<file path="src/hw/rtl/pos_pkg.sv">
package pos_pkg;

    // coordinate and register widths
    localparam int COORD_W     = 16;
    localparam int WIDTH_W     = 16;
    localparam logic [WIDTH_W-1:0] WIDTH_RESET = 16'd16;

    // derived datapath widths
    localparam int DIFF_W  = COORD_W + 1;
    localparam int TAN_W   = COORD_W + 2;
    localparam int MAG_W   = COORD_W + 1;
    localparam int SQ_W    = 2 * MAG_W;
    localparam int LEN_W   = SQ_W + 1;
    localparam int PROD_W  = WIDTH_W + MAG_W;
    localparam int A2_W    = 2 * PROD_W;
    localparam int ACC_W   = A2_W + 6;
    localparam int Q_W     = 16;
    localparam int STEP_W  = $clog2(Q_W);
    localparam int SUM_W   = COORD_W + 2;

    // scaling of the incremental square terms at the first search step
    localparam int INIT_U_SHIFT = Q_W + 1;
    localparam int INIT_V_SHIFT = 2 * Q_W;

    typedef enum logic [3:0] {
        S_IDLE,
        S_LOAD,
        S_LOAD2,
        S_ABS,
        S_SQ,
        S_LEN_X,
        S_INIT_X,
        S_ITER_X,
        S_SAVE,
        S_LEN_Y,
        S_INIT_Y,
        S_ITER_Y,
        S_OUT
    } t_state;

    typedef enum logic [1:0] {
        SEEN_NONE,
        SEEN_ONE,
        SEEN_PRIOR
    } t_seen;

    typedef enum logic [1:0] {
        WS_HELD_FIRST,
        WS_HELD_MID,
        WS_LAST,
        WS_SINGLE
    } t_work_sel;

    typedef enum logic [2:0] {
        PH_NONE,
        PH_ABS,
        PH_SQ,
        PH_LEN,
        PH_INIT,
        PH_ITER,
        PH_SAVE,
        PH_OUT
    } t_phase;

    typedef struct packed {
        logic      latch_in;
        logic      upd_path;
        logic      ld_work;
        t_work_sel sel;
        t_phase    phase;
    } t_dp_cmd;

    typedef struct packed {
        logic iter_last;
        logic out_free;
    } t_dp_status;

endpackage

</file>
<file path="src/hw/rtl/pos_ctrl.sv">
module pos_ctrl import pos_pkg::*; (
    input  logic       i_clk,
    input  logic       i_rst_n,
    input  logic       i_in_valid,
    input  logic       i_path_end,
    input  t_dp_status i_status,
    output logic       o_in_ready,
    output t_dp_cmd    o_cmd
);

    t_state r_state, n_state;
    t_seen  r_seen, n_seen;
    logic   r_end, n_end;
    logic   r_more, n_more;

    always_ff @(posedge i_clk) begin
        if (!i_rst_n) begin
            r_state <= S_IDLE;
            r_seen  <= SEEN_NONE;
            r_end   <= 1'b0;
            r_more  <= 1'b0;
        end else begin
            r_state <= n_state;
            r_seen  <= n_seen;
            r_end   <= n_end;
            r_more  <= n_more;
        end
    end

    always_comb begin
        n_state    = r_state;
        n_seen     = r_seen;
        n_end      = r_end;
        n_more     = r_more;
        o_in_ready = 1'b0;
        o_cmd      = '{latch_in: 1'b0, upd_path: 1'b0, ld_work: 1'b0,
                       sel: WS_HELD_FIRST, phase: PH_NONE};
        case (r_state)
            S_IDLE: begin
                o_in_ready = 1'b1;
                if (i_in_valid) begin
                    o_cmd.latch_in = 1'b1;
                    n_end          = i_path_end;
                    n_state        = S_LOAD;
                end
            end
            S_LOAD: begin
                if (r_seen == SEEN_NONE) begin
                    if (r_end) begin
                        // lone point: one result with a zero normal
                        o_cmd.ld_work = 1'b1;
                        o_cmd.sel     = WS_SINGLE;
                        n_more        = 1'b0;
                        n_state       = S_ABS;
                    end else begin
                        o_cmd.upd_path = 1'b1;
                        n_seen         = SEEN_ONE;
                        n_state        = S_IDLE;
                    end
                end else begin
                    o_cmd.ld_work = 1'b1;
                    o_cmd.sel     = (r_seen == SEEN_ONE) ? WS_HELD_FIRST : WS_HELD_MID;
                    if (r_end) begin
                        // held point stays put so the last point can reuse its difference
                        n_more = 1'b1;
                        n_seen = SEEN_NONE;
                    end else begin
                        o_cmd.upd_path = 1'b1;
                        n_more         = 1'b0;
                        n_seen         = SEEN_PRIOR;
                    end
                    n_state = S_ABS;
                end
            end
            S_LOAD2: begin
                o_cmd.ld_work = 1'b1;
                o_cmd.sel     = WS_LAST;
                n_more        = 1'b0;
                n_state       = S_ABS;
            end
            S_ABS: begin
                o_cmd.phase = PH_ABS;
                n_state     = S_SQ;
            end
            S_SQ: begin
                o_cmd.phase = PH_SQ;
                n_state     = S_LEN_X;
            end
            S_LEN_X: begin
                o_cmd.phase = PH_LEN;
                n_state     = S_INIT_X;
            end
            S_INIT_X: begin
                o_cmd.phase = PH_INIT;
                n_state     = S_ITER_X;
            end
            S_ITER_X: begin
                o_cmd.phase = PH_ITER;
                if (i_status.iter_last) begin
                    n_state = S_SAVE;
                end
            end
            S_SAVE: begin
                o_cmd.phase = PH_SAVE;
                n_state     = S_LEN_Y;
            end
            S_LEN_Y: begin
                o_cmd.phase = PH_LEN;
                n_state     = S_INIT_Y;
            end
            S_INIT_Y: begin
                o_cmd.phase = PH_INIT;
                n_state     = S_ITER_Y;
            end
            S_ITER_Y: begin
                o_cmd.phase = PH_ITER;
                if (i_status.iter_last) begin
                    n_state = S_OUT;
                end
            end
            S_OUT: begin
                if (i_status.out_free) begin
                    o_cmd.phase = PH_OUT;
                    n_state     = r_more ? S_LOAD2 : S_IDLE;
                end
            end
            default: begin
                n_state = S_IDLE;
            end
        endcase
    end

endmodule

</file>
<file path="config.mk">
export PLATFORM = sky130hd
export DESIGN_NAME = pos_ctrl
export DESIGN_NICKNAME = d
export VERILOG_FILES = /design/src/hw/rtl/pos_pkg.sv /design/src/hw/rtl/pos_ctrl.sv
export SDC_FILE = /design/constraint.sdc
export NUM_CORES = 1
export LEC_CHECK = 0
export BUFFER_PORTS_ARGS = -buffer_cell sky130_fd_sc_hd__buf_4
export CAP_MARGIN = 20
export CORE_MARGIN = 5
export CORE_UTILIZATION = 40
export CTS_CLUSTER_SIZE = 30
export DETAILED_ROUTE_END_ITERATION = 8
export SYNTH_ARGS = -nofsm -noshare
export SYNTH_HDL_FRONTEND = slang
export SYNTH_SLANG_ARGS = --single-unit
export TNS_END_PERCENT = 10
</file>
<file path="constraint.sdc">
create_clock -name i_clk -period 2.7 [get_ports i_clk]
set_input_delay 0.135 -clock i_clk [delete_from_list [all_inputs] [get_ports i_clk]]
set_output_delay 0.135 -clock i_clk [all_outputs]
set_load 0.01 [all_outputs]
</file>
==> results of run 1 <==
==> kinds of logic (layout without fill, tap and decap cells) <==
| logic type | Yosys count | count (layout) |
|---|---|---|
| AND/OR/NAND/NOR | 29 | 29 |
| AO/OA/AOI/OAI | 26 | 26 |
| buffers and inverters | 11 | 22 |
| flip-flops | 8 | 8 |
| multiplexers | 4 | 4 |
| XOR/XNOR | 1 | 1 |
==> per-stage QoR <==
step	hold WS, ns	worst slack (ns)	area (sq um)	util	total power, mW
global placement	0.359	1.22	686	0.508	0.261
global route	0.111	0.836	708	0.525	0.375
floorplan	0.253	1.40	592	-	0.222
finish	0.0928	1.01	708	0.525	0.347
detailed placement	0.352	1.24	686	0.508	0.261
CTS	0.0899	1.00	708	0.525	0.354
==> per-layer routing <==
metal | GRT usage | vias to the layer above | share of wire
li1 | - | 317 | -
met1 | 0.134 | 287 | 0.44
met2 | 0.189 | 11 | 0.50
met3 | 0.0612 | 2 | 0.051
met4 | 0.0314 | 0 | 0.0030
met5 | 0 | - | 0
==> power by group through the flow <==
stage / clock network [mW] / logic (mW) / registers [mW]
4_1_cts: 0.0949 / 0.111 / 0.148
2_1_floorplan: 0 / 0.0849 / 0.137
3_5_place_dp: 0 / 0.110 / 0.150
3_3_place_gp: 0 / 0.111 / 0.150
6_report: 0.0895 / 0.110 / 0.148
5_1_grt: 0.102 / 0.122 / 0.151
==> synthesized netlist by cell type, drive strengths merged <==
master and count:
a211oi 2, a21boi 1, a21o 2, a21oi 6, a22oi 1, a2bb2oi 1
a31oi 4, a32oi 1, and2 1, and3 1, buf 6, dfxtp 8
inv 5, mux2 1, mux2i 3, nand2 4, nand2b 1, nand3b 1
nand4 1, nor2 6, nor2b 3, nor3 7, nor4 1, nor4b 1
o211ai 1, o21a 1, o21ai 4, o31ai 2, or3 1, or4 1
xnor2 1
==> layout make-up <==
cell class,count,area share
Inverter,5,0.0265
Multi-Input combinational cell,60,0.541
Clock buffer,3,0.0318
Tap cell,15,0.0265
Timing Repair Buffer,14,0.148
Sequential cell,8,0.226
==> final timing paths <==
check,startpoint,endpoint,cells after the start
min,i_rst_n,r_end$_SDFFE_PN0P_,2
max,r_state[3]$_SDFFE_PN0P_,o_cmd[1],4
min reg2reg,r_more$_SDFFE_PN0P_,r_more$_SDFFE_PN0P_,2
max reg2reg,r_state[1]$_SDFFE_PN0P_,r_state[1]$_SDFFE_PN0P_,3
==> worst max-delay path, cell delays in order, from the launching register on <==
cell and delay, ns:
dfxtp_1 0.69, nand2_1 0.21, a21oi_1 0.18, nor3_1 0.07, buf_4 0.17
==> flip-flops by register name, summed over array words and instances (netlist names) <==
signal and flops:
r_state 4, r_seen 2, r_end 1, r_more 1
==> summary.md, run 1 <==
| Metric | Value |
|---|---|
| Status | `completed` |
| Type of element launching the critical path | `flip-flop` |
| Ports | `15` |
| Chip Width | `48.5 um` |
| Die Y | `48.5 um` |
| Simple-Gate Fraction of Synth Area | `0.279` |
| Worst-Margin Slew | `0.582 ns` |
| Synthesized area per cell | `7.49 sq um` |
| Seq cells post-synth | `8` |
| Final setup TNS | `0 ns` |
| Area of the multi-input gates | `383 sq um` |
| CTS tree | `built` |
| Pre-antenna DRT Iters | `4` |
| Clk Latency, worst-skew pair | `0.25 ns` |
| Via Count | `617` |
| Reg-to-reg setup timing slack | `1.21 ns` |
| Post-synthesis xor/xnor area fraction | `0.0148` |
| Crit. End Element | `output pin` |
| Compound-Gate Fraction of Synth Area | `0.283` |
| Syn_nets | `85` |
| YS warnings | `0` |
| Drt total wl | `1310 um` |
| Sw frac | `0.326` |
| Antenna-violating nets left | `0` |
| Core Area | `1350 sq um` |
| Fmax | `0.592 GHz` |
| Pin count of the biggest net entering global routing | `18` |
| Post-cts resize count | `0` |
| Most common cell after layout, fill and taps aside | `buf_4` |
| Main combinational cell family by area after synthesis | `compound AO/OA/AOI/OAI gates` |
| Synthesized area | `592 sq um` |
| Syn Inst Count | `79` |
| Initial antenna violation count | `0` |
| CTS root buf | `clkbuf_4` |
| Path type of the worst setup path | `reg2out` |
| Antenna diodes | `0` |
| PortBufs | `14` |
| Post-synthesis adder-cell area fraction | `0` |
| Mux cell area share after synthesis | `0.0698` |
| CTS buffer count | `3` |
| Non-Filler Instances | `105` |
| Worst IR Drop VDD | `0.000189 V` |
| Routed vias/inst | `5.88` |
| Die ar. | `2350 sq um` |
| Register area | `160 sq um` |
| Combinational Power Share | `0.316` |
| Top-area cell type share of the netlist area | `0.271` |
| First-pass GRT wire length | `2250 um` |
| Max Slew Vio Count | `0` |
| Leakage power | `0.283 nW` |
| Worst path required time | `2.57 ns` |
| Detailed Route Iter0 Violations | `4` |
| Max-cap viol count | `0` |
| Dominant cells by area after synthesis | `dfxtp_1 (27%), nor3_1 (5.9%), a21oi_1 (5.1%), buf_2 (5.1%), mux2i_1 (5.1%)` |
| Fillers | `140` |
| Tcrit/Tclk final | `0.626` |
| Initial Util | `0.438` |
| Sequential share of power | `0.426` |
| Worst slew margin | `0.611` |
| Placed cell count | `102` |
| Internal | `234 uW` |
| Layout cell share with drive strength beyond 1 | `0.222` |
| Area grow syn2layout | `19.7%` |
| Pwr Density | `491 nW/um^2` |
| CP Data Arrival Time | `1.56 ns` |
| Final setup violation count | `0` |
| Unique masters post-synth | `31` |
| RSZ-0062 raised after global routing | `no` |
| Clk network pwr share | `0.258` |
| Most frequent cells in the layout | `buf_4 (14), dfxtp_1 (8), nor3_1 (7)` |
| Cell accounting for the most synthesized area | `dfxtp_1` |
| Post-route minimum period | `1.69 ns` |
| DP Wirelength | `989 um` |
| Hold_buf cts | `0` |
| Nets | `98` |
| Register area share after synthesis | `0.271` |
| Clk buf depth | `2` |
| Reported net switching power | `113 uW` |
| GRT Residual Overflow | `0` |
| Clk_skew | `0.00113 ns` |
| Clk pin slew, worst setup/hold paths | `0.05 ns` |
| Total global-route track usage | `0.117` |
| Vias in the first global route | `524` |
| WL/cell | `12.5 um` |
| Clk sinks | `8` |
| Post-CTS Setup Bufs | `0` |
| DRC | `0` |
| H-tree Lvls | `1` |
| Global placement routability congestion | `0.770` |
| Site Rows | `13` |
| Final Hold Vio Count | `0` |
| Largest fanout on the critical path | `17` |
| Hold/Removal Path Class | `in2reg` |
(Power assumes the default switching activity.)
==> run 2, diff against run 1 <==
Settings changed: PLACE_DENSITY set to 0.65.
Clock period 2.7 ns to 1.5 ns, I/O delays scaled along.
==> run 2 against run 1 <==
Net effect:
- worst hold slack worse by 0.053 ns
- final cell count up 2.9%
- core utilization up 4.0 points
- clock power up 83%
- sequential share of layout area up 0.37 points
- global-route usage up 0.89 points
- critical path type unchanged
- worst setup slack worse by 0.96 ns
- power up 86%
==> summary.md, run 2 (synthesized netlist as in run 1, its figures left out) <==
| Metric | Value |
|---|---|
| Largest fanout on the critical path | `6 (-11)` |
| Pwr Density | `846 nW/um^2 (+72%)` |
| Core Area | `1350 sq um (unchanged)` |
| RSZ-0062 raised after global routing | `yes` |
| Max-cap viol count | `0 (unchanged)` |
| Worst path required time | `1.42 ns (-1.15 ns)` |
| Tcrit/Tclk final | `0.967` |
| DP Wirelength | `1050 um (+6.6%)` |
| Clk_skew | `0.00225 ns (+0.00112 ns)` |
| Leakage power | `0.307 nW (+8.4%)` |
| Site Rows | `13 (unchanged)` |
| Die ar. | `2350 sq um (unchanged)` |
| Pre-antenna DRT Iters | `4 (unchanged)` |
| Crit. End Element | `output pin` |
| Most frequent cells in the layout | `buf_4 (17), a21oi_1 (6), nor2_1 (6), nor3_1 (6), inv_1 (5)` |
| Worst r2r dst | `r_seen[1]$_SDFFE_PN0P_` |
| CTS root buf | `clkbuf_4` |
| First-pass GRT wire length | `2460 um (+9.2%)` |
| Status | `completed` |
| R2R depth | `3 (unchanged)` |
| Clk buf depth | `2 (unchanged)` |
| Min-Delay Endpoint | `r_end$_SDFFE_PN0P_` |
| GRT Residual Overflow | `0 (unchanged)` |
| Global placement routability congestion | `0.753 (-2.1%)` |
| Type of element launching the critical path | `flip-flop` |
| Layout cell share with drive strength beyond 1 | `0.312 (+0.0896)` |
| Chip Width | `48.5 um (unchanged)` |
| Die Y | `48.5 um (unchanged)` |
| Post-CTS Setup Bufs | `0 (unchanged)` |
| HP Start | `i_rst_n` |
| Reg-to-reg setup timing slack | `0.19 ns (-1.02 ns)` |
| Via Count | `615 (-0.32%)` |
| Pin count of the biggest net entering global routing | `15 (-3)` |
| Hold_buf cts | `0 (unchanged)` |
| H-tree Lvls | `1 (unchanged)` |
| Routed vias/inst | `5.69 (-3.1%)` |
| Non-Filler Instances | `108 (+2.9%)` |
| Detailed Route Iter0 Violations | `4 (unchanged)` |
| Worst slew margin | `0.708 (+0.0969)` |
| Post-route minimum period | `1.45 ns` |
| Final setup violation count | `0 (unchanged)` |
| Placed Area | `708 sq um (+3.3%)` |
| Hold path cells | `2 (unchanged)` |
| Final Hold Vio Count | `0 (unchanged)` |
| Nets | `101 (+3.1%)` |
| Ports | `15 (unchanged)` |
| Worst Setup Slack, final | `0.0502 ns (-0.960 ns)` |
| Worst IR Drop VDD | `0.000549 V (+190%)` |
| Drt total wl | `1450 um (+11%)` |
| Register with the most flip-flops | `r_state` |
| WL/cell | `13.5 um (+7.7%)` |
| Initial antenna violation count | `0 (unchanged)` |
| CP Data Arrival Time | `1.37 ns (-0.19 ns)` |
| Fmax | `0.690 GHz` |
| CTS buffer count | `3 (unchanged)` |
| Worst-Margin Slew | `0.437 ns (-0.146 ns)` |
| Most common cell after layout, fill and taps aside | `buf_4` |
| Total global-route track usage | `0.126 (+0.00892)` |
| Final instance area | `762 sq um (+7.6%)` |
| DRC | `0 (unchanged)` |
| Hold/Removal Path Class | `in2reg` |
| PortBufs | `14 (unchanged)` |
| Final setup TNS | `0 ns (unchanged)` |
| Antenna diodes | `0 (unchanged)` |
| Total Power | `645 uW (+86%)` |
| Max Slew Vio Count | `0 (unchanged)` |
| Vias in the first global route | `576 (+9.9%)` |
| Largest registers | `r_state x4, r_seen x2` |
| Placed cell count | `105 (+2.9%)` |
| Path type of the worst setup path | `reg2out` |
| Clk sinks | `8 (unchanged)` |
| Worst r2r src | `r_state[2]$_SDFFE_PN0P_` |
| Antenna-violating nets left | `0 (unchanged)` |
| CTS tree | `built` |
| Clk Latency, worst-skew pair | `0.25 ns (about the same)` |
| Initial Util | `0.438 (unchanged)` |
| Clk pin slew, worst setup/hold paths | `0.05 ns (about the same)` |
| Largest register FFs | `4 (unchanged)` |
| Area grow syn2layout | `28.8%` |
| DP Worst Slack | `0.0479 ns (-1.20 ns)` |
run 2: where the power goes:
part | switching, mW | internal (mW)
Combinational | 0.103 | 0.111
Sequential | 0.0398 | 0.227
Clock | 0.0722 | 0.0915
run 2: layout make-up:
type                       count  area, sq um
fill                         138          588
multi-input combinational     60          399
inverter                       5         18.8
tap                           15         18.8
sequential                     8          175
clock buffer                   3         22.5
timing repair buffer          17          128
run 2: how the worst max path moves through the flow:
stage | endpoint | cells past startpoint | from
2_1_floorplan | r_end$_SDFFE_PN0P_ | 4 | r_state[1]$_SDFFE_PN0P_
3_3_place_gp | r_seen[1]$_SDFFE_PN0P_ | 3 | r_state[0]$_SDFFE_PN0P_
3_5_place_dp | r_seen[1]$_SDFFE_PN0P_ | 3 | r_state[0]$_SDFFE_PN0P_
4_1_cts | o_cmd[7] | 3 | r_state[2]$_SDFFE_PN0P_
5_1_grt | o_cmd[5] | 4 | r_seen[0]$_SDFFE_PN0P_
6_report | o_cmd[5] | 4 | r_seen[0]$_SDFFE_PN0P_
run 2: per-layer routing:
layer | vias to the layer above | global-route usage | share of wire | wire [um]
met5 | - | 0 | 0 | 0
met4 | 0 | 0.0135 | 0 | 0
met3 | 0 | 0.0673 | 0.053 | 77
met2 | 9 | 0.178 | 0.46 | 664
met1 | 288 | 0.173 | 0.49 | 712
li1 | 318 | - | - | -
run 2: critical path, stage by stage, from the launching register on:
cell and delay (ns):
dfxtp_1 0.35, or3_1 0.41, a21oi_1 0.16, nor3_1 0.06
buf_4 0.15
run 2: per-stage QoR:
| stage | utilization | hold slack [ns] |
|---|---|---|
| CTS | 0.544 | 0.0408 |
| finish | 0.564 | 0.0396 |
| detailed placement | 0.525 | 0.303 |
| floorplan | - | 0.193 |
| global route | 0.564 | 0.0490 |
| global placement | 0.525 | 0.298 |
run 2: repair_timing:
item                                    in CTS  in global routing
pin swaps                                    0                  0
resized for setup                            3                  8
endpoints found under the setup margin       7                  8
